[src/hdl/t3in_pkg.sv]
// Shared types and constants for the top-three influence normaliser.
// Used by t3in_ctrl, t3in_dpath and top3_influence_normalize.
`default_nettype none

package t3in_pkg;

    // Field widths
    localparam int JOINT_W     = 8;
    localparam int WEIGHT_W    = 16;
    localparam int SHARE_W     = 16;
    localparam int VNUM_W      = 16;
    localparam int IN_TDATA_W  = 24;
    localparam int OUT_TDATA_W = 88;

    // Number of entries shown in a result and sequencing widths
    localparam int SHOWN_MAX = 3;
    localparam int IDX_W     = 2;
    localparam int STEP_W    = 4;

    // Parameter defaults
    localparam int KEEP_COUNT_DEF   = 3;
    localparam int JOINT_LIMIT_DEF  = 256;
    localparam int VERTEX_LIMIT_DEF = 65536;

    typedef enum logic [1:0] {
        S_IDLE,
        S_INIT,
        S_STEP,
        S_OUT
    } t_state;

    // Commands from the controller to the datapath
    typedef struct packed {
        logic             accept;
        logic             div_init;
        logic             div_step;
        logic             div_store;
        logic [IDX_W-1:0] idx;
        logic             out_load;
    } t_cmd;

    // Status from the datapath to the controller
    typedef struct packed {
        logic out_free;
    } t_stat;

endpackage

`default_nettype wire

[src/hdl/top3_influence_normalize.sv]
// Top level of the top-three influence normaliser: stream ports, controller
// and datapath. Depends on t3in_pkg, t3in_ctrl and t3in_dpath.
`default_nettype none

// Takes one vertex's (joint, weight) pairs and keeps the KEEP_COUNT largest
// weights in descending order; when a pair carries tlast, or a transaction
// carries the no-influence flag in tuser, it emits the first three joints and
// their weights divided by the kept sum in Q1.15, truncated, then clears the
// list and advances the vertex count. A pair that does not close a vertex is
// taken back to back with the next. A closing transaction holds the input
// until the single bit-serial restoring divider, which produces one quotient
// bit per cycle and is shared by the shown shares, has worked through them
// and the result is loaded into the output register; there it waits while
// the next vertex's pairs are taken. A zero sum gives zero shares and sets
// the flag in m_axis_tuser.
module top3_influence_normalize
    import t3in_pkg::*;
#(
    parameter int KEEP_COUNT   = KEEP_COUNT_DEF,
    parameter int JOINT_LIMIT  = JOINT_LIMIT_DEF,
    parameter int VERTEX_LIMIT = VERTEX_LIMIT_DEF
) (
    input  wire logic                   i_clk,
    input  wire logic                   i_rst_n,
    input  wire logic                   s_axis_tvalid,
    output logic                        s_axis_tready,
    // [7:0] joint_number, [23:8] influence_weight
    input  wire logic [IN_TDATA_W-1:0]  s_axis_tdata,
    input  wire logic                   s_axis_tlast,  // vertex_done
    input  wire logic                   s_axis_tuser,  // [0] no_influence
    output logic                        m_axis_tvalid,
    input  wire logic                   m_axis_tready,
    // [15:0] vertex_number, [23:16] joint_first, [31:24] joint_second,
    // [39:32] joint_third, [55:40] share_first, [71:56] share_second,
    // [87:72] share_third
    output logic [OUT_TDATA_W-1:0]      m_axis_tdata,
    output logic                        m_axis_tuser   // [0] zero_total
);

    t_cmd  cmd;
    t_stat stat;

    t3in_ctrl #(
        .KEEP_COUNT (KEEP_COUNT)
    ) u_ctrl (
        .i_clk         (i_clk),
        .i_rst_n       (i_rst_n),
        .s_axis_tvalid (s_axis_tvalid),
        .s_axis_tready (s_axis_tready),
        .s_axis_tlast  (s_axis_tlast),
        .s_axis_tuser  (s_axis_tuser),
        .i_stat        (stat),
        .o_cmd         (cmd)
    );

    t3in_dpath #(
        .KEEP_COUNT   (KEEP_COUNT),
        .JOINT_LIMIT  (JOINT_LIMIT),
        .VERTEX_LIMIT (VERTEX_LIMIT)
    ) u_dpath (
        .i_clk       (i_clk),
        .i_rst_n     (i_rst_n),
        .i_cmd       (cmd),
        .i_joint     (s_axis_tdata[JOINT_W-1:0]),
        .i_weight    (s_axis_tdata[JOINT_W+WEIGHT_W-1:JOINT_W]),
        .i_no_infl   (s_axis_tuser),
        .i_out_ready (m_axis_tready),
        .o_stat      (stat),
        .o_out_valid (m_axis_tvalid),
        .o_out_data  (m_axis_tdata),
        .o_out_zero  (m_axis_tuser)
    );

endmodule

`default_nettype wire

[src/hdl/t3in_ctrl.sv]
// Sequencing controller: accepts pairs, runs the shared divider over the
// shown entries and hands the result to the output register. Uses t3in_pkg.
`default_nettype none

module t3in_ctrl
    import t3in_pkg::*;
#(
    parameter int KEEP_COUNT = KEEP_COUNT_DEF
) (
    input  wire logic  i_clk,
    input  wire logic  i_rst_n,
    input  wire logic  s_axis_tvalid,
    output logic       s_axis_tready,
    input  wire logic  s_axis_tlast,
    input  wire logic  s_axis_tuser,
    input  wire t_stat i_stat,
    output t_cmd       o_cmd
);

    localparam int SHOWN_N = (KEEP_COUNT < SHOWN_MAX) ? KEEP_COUNT : SHOWN_MAX;
    localparam logic [IDX_W-1:0]  IDX_LAST  = IDX_W'(SHOWN_N - 1);
    localparam logic [STEP_W-1:0] STEP_LAST = '1;

    t_state            r_state, n_state;
    logic [IDX_W-1:0]  r_idx, n_idx;
    logic [STEP_W-1:0] r_bit, n_bit;

    // State and counters
    always_ff @(posedge i_clk) begin
        if (!i_rst_n) begin
            r_state <= S_IDLE;
            r_idx   <= '0;
            r_bit   <= '0;
        end else begin
            r_state <= n_state;
            r_idx   <= n_idx;
            r_bit   <= n_bit;
        end
    end

    // Next state and commands
    always_comb begin
        n_state       = r_state;
        n_idx         = r_idx;
        n_bit         = r_bit;
        s_axis_tready = 1'b0;
        o_cmd         = '0;
        o_cmd.idx     = r_idx;
        unique case (r_state)
            S_IDLE: begin
                s_axis_tready = 1'b1;
                o_cmd.accept  = s_axis_tvalid;
                if (s_axis_tvalid && (s_axis_tlast || s_axis_tuser)) begin
                    n_state = S_INIT;
                    n_idx   = '0;
                end
            end
            S_INIT: begin
                o_cmd.div_init = 1'b1;
                n_bit          = '0;
                n_state        = S_STEP;
            end
            S_STEP: begin
                o_cmd.div_step = 1'b1;
                n_bit          = r_bit + STEP_W'(1);
                if (r_bit == STEP_LAST) begin
                    o_cmd.div_store = 1'b1;
                    if (r_idx == IDX_LAST) begin
                        n_state = S_OUT;
                    end else begin
                        n_idx   = r_idx + IDX_W'(1);
                        n_state = S_INIT;
                    end
                end
            end
            S_OUT: begin
                if (i_stat.out_free) begin
                    o_cmd.out_load = 1'b1;
                    n_state        = S_IDLE;
                end
            end
            default: begin
                n_state = S_IDLE;
            end
        endcase
    end

`ifndef ASSERT_OFF
    a_init_to_step: assert property (@(posedge i_clk) disable iff (!i_rst_n)
        o_cmd.div_init |=> (r_state == S_STEP) && (r_bit == '0))
        else $error("divider did not start from its first step");
    a_out_to_idle: assert property (@(posedge i_clk) disable iff (!i_rst_n)
        o_cmd.out_load |=> (r_state == S_IDLE))
        else $error("controller did not return to idle after result load");
    a_store_last: assert property (@(posedge i_clk) disable iff (!i_rst_n)
        (o_cmd.div_store && (r_idx == IDX_LAST)) |=> (r_state == S_OUT))
        else $error("last share stored without moving to output");
`endif

endmodule

`default_nettype wire

[src/hdl/t3in_dpath.sv]
// Datapath: insertion list, running sum, bit-serial divider, vertex counter
// and output register. Driven by t3in_ctrl commands; uses t3in_pkg.
`default_nettype none

module t3in_dpath
    import t3in_pkg::*;
#(
    parameter int KEEP_COUNT   = KEEP_COUNT_DEF,
    parameter int JOINT_LIMIT  = JOINT_LIMIT_DEF,
    parameter int VERTEX_LIMIT = VERTEX_LIMIT_DEF
) (
    input  wire logic                   i_clk,
    input  wire logic                   i_rst_n,
    input  wire t_cmd                   i_cmd,
    input  wire logic [JOINT_W-1:0]     i_joint,
    input  wire logic [WEIGHT_W-1:0]    i_weight,
    input  wire logic                   i_no_infl,
    input  wire logic                   i_out_ready,
    output t_stat                       o_stat,
    output logic                        o_out_valid,
    output logic [OUT_TDATA_W-1:0]      o_out_data,
    output logic                        o_out_zero
);

    localparam int SHOWN_N = (KEEP_COUNT < SHOWN_MAX) ? KEEP_COUNT : SHOWN_MAX;
    localparam int SUM_W   = WEIGHT_W + $clog2(KEEP_COUNT);
    localparam int REM_W   = SUM_W + 1;
    localparam int CNT_W   = $clog2(VERTEX_LIMIT);

    logic [JOINT_W-1:0]  r_kj [KEEP_COUNT];
    logic [WEIGHT_W-1:0] r_kw [KEEP_COUNT];
    logic [JOINT_W-1:0]  n_kj [KEEP_COUNT];
    logic [WEIGHT_W-1:0] n_kw [KEEP_COUNT];
    logic [KEEP_COUNT-1:0] less;
    logic [SUM_W-1:0]    r_sum;
    logic [SUM_W-1:0]    n_sum;
    logic [JOINT_W-1:0]  joint_in;
    logic                insert;

    logic [REM_W-1:0]    r_rem;
    logic [SHARE_W-1:0]  r_quot;
    logic [SHARE_W-1:0]  r_share [SHOWN_MAX];
    logic [WEIGHT_W-1:0] sel_w;
    logic                div_ge;
    logic [REM_W-1:0]    div_diff;

    logic [CNT_W-1:0]    r_vcnt;
    logic [31:0]         vcnt_ext;
    logic                zero_sum;
    logic [JOINT_W-1:0]  show_j [SHOWN_MAX];
    logic [SHARE_W-1:0]  show_s [SHOWN_MAX];

    logic                r_out_valid;
    logic [OUT_TDATA_W-1:0] r_out_data;
    logic                r_out_zero;

    // Saturate the joint number to the joint range
    always_comb begin
        if (17'(i_joint) >= 17'(JOINT_LIMIT)) begin
            joint_in = JOINT_W'(JOINT_LIMIT - 1);
        end else begin
            joint_in = i_joint;
        end
    end

    assign insert = i_cmd.accept && !i_no_infl;

    // Insertion list: place the pair before the first strictly smaller weight
    for (genvar k = 0; k < KEEP_COUNT; k++) begin : g_list
        assign less[k] = r_kw[k] < i_weight;
        if (k == 0) begin : g_head
            always_comb begin
                n_kj[k] = less[k] ? joint_in : r_kj[k];
                n_kw[k] = less[k] ? i_weight : r_kw[k];
            end
        end else begin : g_body
            always_comb begin
                priority if (less[k] && !less[k-1]) begin
                    n_kj[k] = joint_in;
                    n_kw[k] = i_weight;
                end else if (less[k]) begin
                    n_kj[k] = r_kj[k-1];
                    n_kw[k] = r_kw[k-1];
                end else begin
                    n_kj[k] = r_kj[k];
                    n_kw[k] = r_kw[k];
                end
            end
        end
    end

    // Running sum: add the new weight and drop the one that falls off the end,
    // only when the pair is actually placed in the list
    always_comb begin
        n_sum = r_sum;
        if (less[KEEP_COUNT-1]) begin
            n_sum = r_sum + SUM_W'(i_weight) - SUM_W'(r_kw[KEEP_COUNT-1]);
        end
    end

    // Hold the list and sum; clear them at reset and when a result is loaded
    always_ff @(posedge i_clk) begin
        if (!i_rst_n || i_cmd.out_load) begin
            for (int k = 0; k < KEEP_COUNT; k++) begin
                r_kj[k] <= '0;
                r_kw[k] <= '0;
            end
            r_sum <= '0;
        end else if (insert) begin
            r_kj  <= n_kj;
            r_kw  <= n_kw;
            r_sum <= n_sum;
        end
    end

    // Select the weight being divided
    always_comb begin
        sel_w = '0;
        for (int k = 0; k < SHOWN_N; k++) begin
            if (i_cmd.idx == IDX_W'(k)) begin
                sel_w = r_kw[k];
            end
        end
    end

    // One restoring division step: quotient bit and reduced remainder
    assign div_ge   = r_rem >= REM_W'(r_sum);
    assign div_diff = r_rem - REM_W'(r_sum);

    always_ff @(posedge i_clk) begin
        if (i_cmd.div_init) begin
            r_rem  <= REM_W'(sel_w);
            r_quot <= '0;
        end else if (i_cmd.div_step) begin
            r_rem  <= (div_ge ? div_diff : r_rem) << 1;
            r_quot <= {r_quot[SHARE_W-2:0], div_ge};
        end
        if (i_cmd.div_store) begin
            r_share[i_cmd.idx] <= {r_quot[SHARE_W-2:0], div_ge};
        end
    end

    // Vertex counter, wraps at the vertex limit
    always_ff @(posedge i_clk) begin
        if (!i_rst_n) begin
            r_vcnt <= '0;
        end else if (i_cmd.out_load) begin
            if (r_vcnt == CNT_W'(VERTEX_LIMIT - 1)) begin
                r_vcnt <= '0;
            end else begin
                r_vcnt <= r_vcnt + CNT_W'(1);
            end
        end
    end

    assign vcnt_ext = 32'(r_vcnt);
    assign zero_sum = (r_sum == '0);

    // Shown joints and shares; entries beyond the list read as zero
    for (genvar i = 0; i < SHOWN_MAX; i++) begin : g_show
        if (i < KEEP_COUNT) begin : g_kept
            assign show_j[i] = r_kj[i];
            assign show_s[i] = zero_sum ? '0 : r_share[i];
        end else begin : g_none
            assign show_j[i] = '0;
            assign show_s[i] = '0;
        end
    end

    // Output register: load a finished result, drop it once taken
    always_ff @(posedge i_clk) begin
        if (!i_rst_n) begin
            r_out_valid <= 1'b0;
        end else if (i_cmd.out_load) begin
            r_out_valid <= 1'b1;
        end else if (i_out_ready) begin
            r_out_valid <= 1'b0;
        end
    end

    always_ff @(posedge i_clk) begin
        if (i_cmd.out_load) begin
            r_out_data <= {show_s[2], show_s[1], show_s[0],
                           show_j[2], show_j[1], show_j[0],
                           vcnt_ext[VNUM_W-1:0]};
            r_out_zero <= zero_sum;
        end
    end

    assign o_stat.out_free = !r_out_valid || i_out_ready;
    assign o_out_valid     = r_out_valid;
    assign o_out_data      = r_out_data;
    assign o_out_zero      = r_out_zero;

`ifndef ASSERT_OFF
    a_load_valid: assert property (@(posedge i_clk) disable iff (!i_rst_n)
        i_cmd.out_load |=> r_out_valid)
        else $error("result load did not raise output valid");
    a_load_clear: assert property (@(posedge i_clk) disable iff (!i_rst_n)
        i_cmd.out_load |=> (r_sum == '0))
        else $error("kept sum not cleared after result load");
    a_load_free: assert property (@(posedge i_clk) disable iff (!i_rst_n)
        i_cmd.out_load |-> (!r_out_valid || i_out_ready))
        else $error("result loaded over one not yet taken");
`endif

endmodule

`default_nettype wire
[config.mk]
export PLATFORM = sky130hd
export DESIGN_NAME = top3_influence_normalize
export DESIGN_NICKNAME = d
export VERILOG_FILES = /design/src/hdl/t3in_pkg.sv /design/src/hdl/top3_influence_normalize.sv /design/src/hdl/t3in_ctrl.sv /design/src/hdl/t3in_dpath.sv
export SDC_FILE = /design/constraint.sdc
export NUM_CORES = 1
export LEC_CHECK = 0
export BUFFER_PORTS_ARGS = -buffer_cell sky130_fd_sc_hd__buf_2
export CAP_MARGIN = 20
export CORE_MARGIN = 1
export CORE_UTILIZATION = 40
export CTS_CLUSTER_DIAMETER = 50
export DETAILED_ROUTE_END_ITERATION = 7
export SLEW_MARGIN = 30
export SYNTH_ARGS = -nofsm -noshare
export SYNTH_HDL_FRONTEND = slang
export SYNTH_SLANG_ARGS = --single-unit
[constraint.sdc]
create_clock -name i_clk -period 4.28 [get_ports i_clk]
set_clock_uncertainty 0.1 [all_clocks]
set_input_delay 1.07 -clock i_clk [delete_from_list [all_inputs] [get_ports i_clk]]
set_output_delay 1.07 -clock i_clk [all_outputs]
set_load 0.1 [all_outputs]
# --- Word level (Yosys, flattened, before mapping) ---
# Memory sizes are Yosys's and may differ from the RTL's. A register that Yosys moved wholly into a read port is not among the register bits.
# Cells that the tools add are included.
op_classes:
  n_reduce_logical: 27
  order_cmp: 4
  eq_ne: 11
  n_mux: 36
  n_addsub: 6
op_table:
  columns: ["operator", "count"]
  rows:
  - ["16-bit two-way mux", 10]
  - ["16-bit less-than comparator", 3]
  - ["8-bit two-way mux", 4]
  - ["19-bit by 18-bit greater-or-equal comparator with 1-bit output", 1]
  - ["18-bit by 16-bit adder with 18-bit output", 1]
  - ["18-bit logical NOT", 1]
  - ["18-bit two-way mux", 1]
  - ["18-bit by 16-bit subtractor with 18-bit output", 1]
  - ["18-bit subtractor", 1]
  - ["16-bit by 1-bit adder with 16-bit output (second input constant)", 1]
  - ["16-bit equality test (second input constant)", 1]
  - ["2-bit two-way mux", 8]
  - ["2-bit nonzero test", 6]
  - ["1-bit two-way mux", 10]
  - ["2-bit one-hot mux with 4 select lines", 1]
  - ["4-bit one-hot mux with 2 select lines", 1]
  - ["2-bit AND reduction", 4]
  - ["2-bit equality test (second input constant)", 3]
  - ["1-bit logical NOT", 5]
  - ["4-bit by 1-bit adder with 4-bit output (second input constant)", 1]
  - ["2-bit by 1-bit equality test with 1-bit output (second input constant)", 2]
  - ["4-bit equality test (second input constant)", 1]
  - ["1-bit logical AND", 4]
  - ["2-bit logical NOT", 2]
  - ["other kinds (7)", 11]
totals:
  out_inout_bits: 91
  wordCells: 102
  in_bits: 30
  memories: 1
  ff_bits: 190
  ram_bits: 48
memory_table:
  columns: ["memory", "depth", "word_bits", "read_ports", "rd_clocked_by_memory_dff", "write_ports", "line_no", "text"]
  rows:
  - ["u_dpath.r_share", 3, 16, 3, 3, 1, "t3in_dpath.sv:42", "logic [SHARE_W-1:0] r_share [SHOWN_MAX];"]

# --- Logic depth before layout (Yosys ltp) ---
# Gate-level depths: netlist of run 1.
depth:
  word_depth: 5
  depth_mapped: 12
  mapped_depth_nobuf: 12

# --- Hierarchy ---
# Synthesis of run 1 repeated with hierarchy kept, for this count alone.
hier_totals:
  cells_unflattened: 1318
  area_unflattened_um2: 14153.6
modules_own_cells:
  columns: ["mod", "cells_each", "n_inst", "area_each_um2"]
  rows:
  - ["t3in_dpath", 1257, 1, 13651.8]
  - ["t3in_ctrl", 61, 1, 501.7]

# --- Least setup slack after synthesis of run 1 ---
# No wires, ideal clock.
synth_timing:
  path_type: "input to register"
  startpoint: "input m_axis_tready"
  endpoint: "register u_dpath.r_vcnt[15]"
  arrival_time_ns: 4.347
  stages: 7
  path_slack_ns: -0.237
  t_required_ns: 4.110
  path_buffers: 0
  cell_sequence: "nand2b_1 nand2_1 inv_1 nand4_1 or2_2 or3_1 a21oi_1"
synth_lines:
  columns: ["item", "line_no", "text"]
  rows:
  - ["from (decl)", "top3_influence_normalize.sv:32", "input wire logic m_axis_tready,"]
  - ["to (signal assigned)", "t3in_dpath.sv:151", "r_vcnt <= r_vcnt + CNT_W'(1);"]
  - ["to (decl)", "t3in_dpath.sv:47", "logic [CNT_W-1:0] r_vcnt;"]

# --- Final worst setup path of run 1 ---
layout_timing:
  startpoint: "input s_axis_tdata[9]"
  endpoint: "register u_dpath.r_sum[14]"
layout_via:
  elab_chain_cells: 2
layout_lines:
  columns: ["item", "line_no", "text"]
  rows:
  - ["from (decl)", "top3_influence_normalize.sv:28", "input wire logic [IN_TDATA_W-1:0] s_axis_tdata,"]
  - ["18-bit by 16-bit adder with 18-bit output or 16-bit less-than comparator (tied branches)", "t3in_dpath.sv:97, t3in_dpath.sv:70", null]
  - ["18-bit by 16-bit subtractor with 18-bit output or 2-bit AND reduction (tied branches)", null, null]
  - ["to (signal assigned)", "t3in_dpath.sv:112", "r_sum <= n_sum;"]
  - ["to (decl)", "t3in_dpath.sv:35", "logic [SUM_W-1:0] r_sum;"]
# Several ways; a longest one is shown, not always the timed one.
# A chain may end at the register's enable or synchronous reset.

==> results_dict.tcl, run 1 <==
set metrics [dict create \
    grt_max_degree 58 \
    critPathKind "input port to flop" \
    ys_warn_count 0 \
    final.setup.tns_ns 0 \
    die_h_um 193 \
    rows 69 \
    timing.rr.start "u_dpath.r_sum[1]$_SDFFE_PP0P_" \
    nets 1650 \
    worstReg2RegEnd "u_dpath.r_sum[14]$_SDFFE_PP0P_" \
    grt_overflow 0 \
    reg2reg_depth 11 \
    syn_area_mm2 0.0146 \
    power_mw 11.3 \
    cts_setup_buffers 0 \
    syn-num-nets 1536 \
    synthAdderAreaFrac_pct 10.2 \
    hold_violations 0 \
    seq_area_frac_synth_pct 49.8 \
    crit_end "u_dpath.r_sum[14]$_SDFFE_PP0P_" \
    gp_congestion 0.850 \
    yosysMostFrequentCell "edfxtp_1" \
    via_per_inst 5.30 \
    cts_htree_levels 2 \
    area_growth_pct 16.1 \
    synth_cell_types 65 \
    r2r_setup_slack_ns 0.81 \
    power.leakage_nw 6.52 \
    die_w_um 193 \
    drv_cap 0 \
    tritoncts "yes" \
    grtUsageMet3_pct 3.16 \
    worst_setup_path_end_kind "flop" \
    cts.sinks 286 \
    ant_nets 0 \
    cts_hold_buf 0 \
    num_io_pins 121 \
    max_slew_margin_pct 41.2 \
    setup_viol 0 \
    drtIter0Drc 704 \
    clkTransAtPathRegs_ns 0.06 \
    synth-xor-area-share_pct 1.98 \
    num_antenna_cells 0 \
    drive_gt1_share_pct 15.7 \
    post-dp-hpwl_um 23200 \
    synth_common_cells "edfxtp_1 (153), nor2_1 (136), dfxtp_1 (133), inv_1 (108), ha_1 (91)" \
    netlist_instances 1398 \
    rsz0062_at_grt "false" \
    synthMuxAreaShare_pct 4.68 \
    top_usage_layer "met2" \
    synth_area_leaders "edfxtp_1 (32%), dfxtp_1 (18%), ha_1 (7.8%)" \
    timing.final.crit_period_ns 3.76 \
    insertion_delay_ns 0.54 \
    cts_buffer_depth 3 \
    worst_path_max_delay_cell "a2111oi_0" \
    port-buffer-count 120 \
    grt_first_pass_wirelength_um 54400 \
    core_mm2 0.0357 \
    cts_root_buffer "clkbuf_16" \
    synth_top_family_by_area "compound AO/OA/AOI/OAI gates" \
    grtUsageTotal_pct 18.6 \
    cp_data_arrival_time_ns 4.06 \
    start_util_pct 40.8 \
    synth_seq_cells 286 \
    cp.required_ns 4.58 \
    fin_crit_sh_pct 87.9 \
    synth_top_flop_cell "edfxtp_1" \
    cts_buffers 34 \
    grtUsageMet1_pct 25.3 \
    vdd_drop_max_uv 360 \
    tightest_slew_ns 0.882 \
    ys_async_sr_fraction_pct 0 \
    firstDrtPassIters 7 \
    routed_wl_um 33200 \
    yosys.area_share.simple_pct 12.8 \
    synth-edff-count 153 \
    syn_avg_cell_area_um2 10.4 \
    cp_max_fo 4 \
    antenna_found_initial 0 \
    fmax_ghz 0.266 \
    violations "DRC" \
    hold_path.class "flop to flop" \
    wl_per_cell_um 16.6 \
    outcome "finished, violations left" \
    max_stage_delay_ns 0.56 \
    use_met2_pct 29.5 \
    vias 10587 \
    startpoint "s_axis_tdata[9]" \
    startpoint_type "input port" \
    postCtsResizedCells 0 \
    synth_top_area_share_pct 31.5 \
    synth_compound_gate_area_share_pct 15.7 \
    die_area_mm2 0.0372 \
    path_cells "buf_2 -> inv_1 -> fa_1 -> inv_1 -> fa_1 -> a21oi_1 -> o211ai_1 -> a211o_1 -> a2111oi_0 -> nor4_1 -> o21ai_0 -> a21oi_1" \
    power_density_mw_per_mm2 670 \
    grt_pass1_vias 10397 \
    synth_top_area_cell "edfxtp_1" \
    slew_violations 0 \
    drc 32 \
]
layout make-up:
type,count,area [um2]
Clock inverter,16,169
Timing Repair Buffer,150,901
Inverter,108,409
Clock buffer,46,927
Fill cell,3365,18800
Tap cell,461,577
Sequential cell,286,7260
Multi-Input combinational cell,932,6670
cell usage in the layout, fill, tap and decap left out, types with 10 or more instances in the layout:
master and count:
edfxtp_1 153, nor2_1 136, dfxtp_1 133, buf_2 120
inv_1 107, ha_1 89, o21ai_0 88, a21oi_1 74
mux2i_1 67, nand2_1 65, nor2b_1 61, a31oi_1 54
nand3_1 42, clkbuf_16 35, buf_4 24, a21o_1 20
o32ai_2 20, xnor2_1 17, fa_1 17, xor2_1 16
nor3_1 15, and2_1 12, o21a_1 10, nand4_1 10
a211oi_1 10, clkbuf_1 10
layer usage:
layer,routed length (um),vias up
met2,15200,251
met5,0,-
met4,708,0
li1,-,5267
met3,1650,46
met1,15600,5023
cells by family (layout without fill, tap and decap cells):
logic type	Yosys count	count (layout)
AOI/OAI and AO/OA	337	337
xor gates and xnor gates	33	33
adders and majority gates	108	108
buffers and inverters	180	320
DFF	286	286
muxes	68	68
and+or+nand+nor	386	386
worst max-delay path: cells and delay by family:
kind                     cells  cell delay [ns]
AO/OA/AOI/OAI                6             1.60
adder cells (fa/ha/maj)      2             0.98
buffers and inverters        3             0.28
AND/OR/NAND/NOR              1             0.12
sequential cells by signal (all words and copies together), names as in the netlist:
name                 flops
u_ctrl.r_bit             4
u_dpath.r_rem           19
u_dpath.r_kj            24
u_dpath.o_out_valid      1
u_ctrl.r_idx             2
u_ctrl.r_state           2
u_dpath.o_out_zero       1
u_dpath.r_sum           18
u_dpath.o_out_data      40
u_dpath.r_kw            48
u_dpath.r_vcnt          16
m_axis_tdata            48
u_dpath.r_share         48
u_dpath.r_quot          15
worst min-delay path by stage:
stage,startpoint,to,slack [ns],cells after the start
finish,u_dpath.r_kj[2]$_SDFFE_PP0P_,u_dpath.o_out_data[34]$_DFFE_PP_,0.33,0
global placement,u_dpath.r_kj[4]$_SDFFE_PP0P_,u_dpath.o_out_data[36]$_DFFE_PP_,0.31,0
CTS,u_dpath.r_kj[2]$_SDFFE_PP0P_,u_dpath.o_out_data[34]$_DFFE_PP_,0.33,0
detailed placement,u_dpath.r_kj[2]$_SDFFE_PP0P_,u_dpath.o_out_data[34]$_DFFE_PP_,0.31,0
global route,u_dpath.r_kj[3]$_SDFFE_PP0P_,u_dpath.o_out_data[35]$_DFFE_PP_,0.33,0
floorplan,u_dpath.r_kj[0]$_SDFFE_PP0P_,u_dpath.o_out_data[32]$_DFFE_PP_,0.30,0
metrics by stage:
step           utilization, %  instances  setup slack [ns]  instance area, um2  hold WS, ns
2_1_floorplan               -       1398             0.406               14600        0.303
3_3_place_gp             44.2       1937            0.0800               15800        0.311
4_1_cts                  47.3       1999             0.587               16900        0.326
6_report                 47.3       1999             0.518               16900        0.330
5_1_grt                  47.3       1999             0.219               16900        0.332
3_5_place_dp             44.2       1937            0.0274               15800        0.310
power by group:
part | internal (mW) | switching (mW) | total (mW)
Sequential | 3.46 | 0.216 | 3.68
Combinational | 1.78 | 3.09 | 4.87
Clock | 1.62 | 1.17 | 2.78
Total | 6.86 | 4.47 | 11.3
Power figures use the tool's default switching activity.
==> run 2: changes to the inputs <==
Settings changed: MAX_ROUTING_LAYER from default to met4, PLACE_DENSITY_LB_ADDON from default to 0.1.
==> results_dict.tcl, run 2 (synthesis gave the netlist of run 1 again) <==
set metrics [dict create \
    insertion_delay_ns 0.55 \
    cts.sinks 286 \
    vdd_drop_max_uv 420 \
    timing.final.crit_period_ns 3.80 \
    ant_nets 0 \
    pwr-share-clk_pct 26.3 \
    layout_commonest_cell "edfxtp_1" \
    cp_max_fo 4 \
    grt_overflow 0 \
    max_slew_margin_pct 40.8 \
    cts_setup_buffers 0 \
    r2r_setup_slack_ns 0.74 \
    cp.required_ns 4.59 \
    nets 1657 \
    routed_wl_um 35000 \
    gp_congestion 0.844 \
    die_w_um 193 \
    internal_power_mw 7.09 \
    worst_setup_path_end_kind "flop" \
    hold_path.class "flop to flop" \
    via_per_inst 5.29 \
    cts_root_buffer "clkbuf_16" \
    clkTransAtPathRegs_ns 0.06 \
    grt_pass1_vias 10190 \
    n_fill_cell 3429 \
    die_h_um 193 \
    wl_per_cell_um 17.4 \
    combPwrFrac_pct 42.1 \
    num_io_pins 121 \
    drv_cap 0 \
    power.leakage_nw 6.58 \
    grtUsageTotal_pct 20.0 \
    drc 34 \
    die_area_mm2 0.0372 \
    holdWs_ns 0.323 \
    rows 69 \
    fmax_ghz 0.263 \
    cts_hold_buf 0 \
    seq_area_mm2 0.00726 \
    cts_buffer_depth 3 \
    grt_first_pass_wirelength_um 55900 \
    violations "DRC" \
    core_mm2 0.0357 \
    post-dp-hpwl_um 24200 \
    tritoncts "yes" \
    slew_violations 0 \
    cts_htree_levels 2 \
    p_sw_share_pct 39.0 \
    power_frac_seq_pct 31.6 \
    post-route-cell-area_mm2 0.0170 \
    layout_common_cells "edfxtp_1 (153), nor2_1 (136), dfxtp_1 (133), buf_2 (120), inv_1 (107)" \
    path_cells "buf_2 -> inv_1 -> fa_1 -> inv_1 -> fa_1 -> a21oi_1 -> o211ai_1 -> a211o_1 -> a2111oi_0 -> nor4_1 -> o21ai_0 -> a21oi_1" \
    startpoint_type "input port" \
    outcome "finished, violations left" \
    cp_top_family "compound AO/OA/AOI/OAI gates" \
    drtIter0Drc 611 \
    pre_cts_ws_ns -0.0404 \
    critPathKind "input port to flop" \
    power.switching_mw 4.54 \
    setup_slack_ns 0.478 \
    rsz0062_at_grt "false" \
    start_util_pct 40.8 \
    port-buffer-count 120 \
    worst_path_max_delay_cell "a2111oi_0" \
    multi_input_area_mm2 0.00667 \
    vias 10640 \
    cp_data_arrival_time_ns 4.11 \
    drive_gt1_share_pct 16.1 \
    area_growth_pct 16.9 \
    power_density_mw_per_mm2 683 \
    postCtsResizedCells 0 \
    grt_max_degree 50 \
    max_stage_delay_ns 0.56 \
    hold_violations 0 \
    cts_buffers 38 \
    worst-path-buf-inv 3 \
    fin_crit_sh_pct 88.8 \
    tightest_slew_ns 0.887 \
    antenna_found_initial 1 \
    firstDrtPassIters 7 \
    setup_viol 0 \
    place_area_mm2 0.0158 \
]
-- run 2: worst reg2reg max path, cell delays in order (launching register included) --
cell	delay, ns
dfxtp_1	0.35
inv_1	0.13
fa_1	0.52
inv_1	0.06
fa_1	0.46
a21oi_1	0.25
o211ai_1	0.23
a211o_1	0.38
a2111oi_0	0.56
nor4_1	0.11
o21ai_0	0.19
a21oi_1	0.09
-- run 2: through the flow --
stage	utilization [%]	instances	setup TNS (ns)	total power, mW
finish	47.7	2011	0	11.6
global route	47.7	2011	0	12.4
CTS	47.6	2010	0	11.7
detailed placement	44.2	1940	-0.0404	8.61
global placement	44.2	1940	0	8.57
floorplan	-	1398	0	7.47
-- run 2: final timing paths --
check	start	to	cells past startpoint
max	s_axis_tdata[9]	u_dpath.r_sum[14]$_SDFFE_PP0P_	12
max reg2reg	u_dpath.r_sum[1]$_SDFFE_PP0P_	u_dpath.r_sum[14]$_SDFFE_PP0P_	11
min reg2reg	u_dpath.r_kj[3]$_SDFFE_PP0P_	u_dpath.o_out_data[35]$_DFFE_PP_	0
min	u_dpath.r_kj[3]$_SDFFE_PP0P_	u_dpath.o_out_data[35]$_DFFE_PP_	0
-- run 2: routing by layer --
metal  GRT usage (%)  share of wire (%)
met1            26.2                 48
met2            31.4                 46
met3            3.00                4.4
met4            6.60                2.3
met5               -                  0
-- run 2: power by group through the flow --
stage / clock network [mW] / logic (mW) / registers (mW)
after CTS: 3.14 / 4.91 / 3.68
after global placement: 0 / 4.84 / 3.73
after global routing: 3.24 / 5.47 / 3.72
final: 3.06 / 4.89 / 3.68
after detailed placement: 0 / 4.88 / 3.73
after floorplan: 0 / 3.38 / 4.09
-- run 2: area by class of cell --
cell class                      count  area share (%)
Clock buffer                       52            6.13
Inverter                          108            2.40
Multi-Input combinational cell    932            39.2
Clock inverter                     18            1.08
Antenna cell                        1          0.0147
Tap cell                          461            3.39
Timing Repair Buffer              153            5.20
Sequential cell                   286            42.6
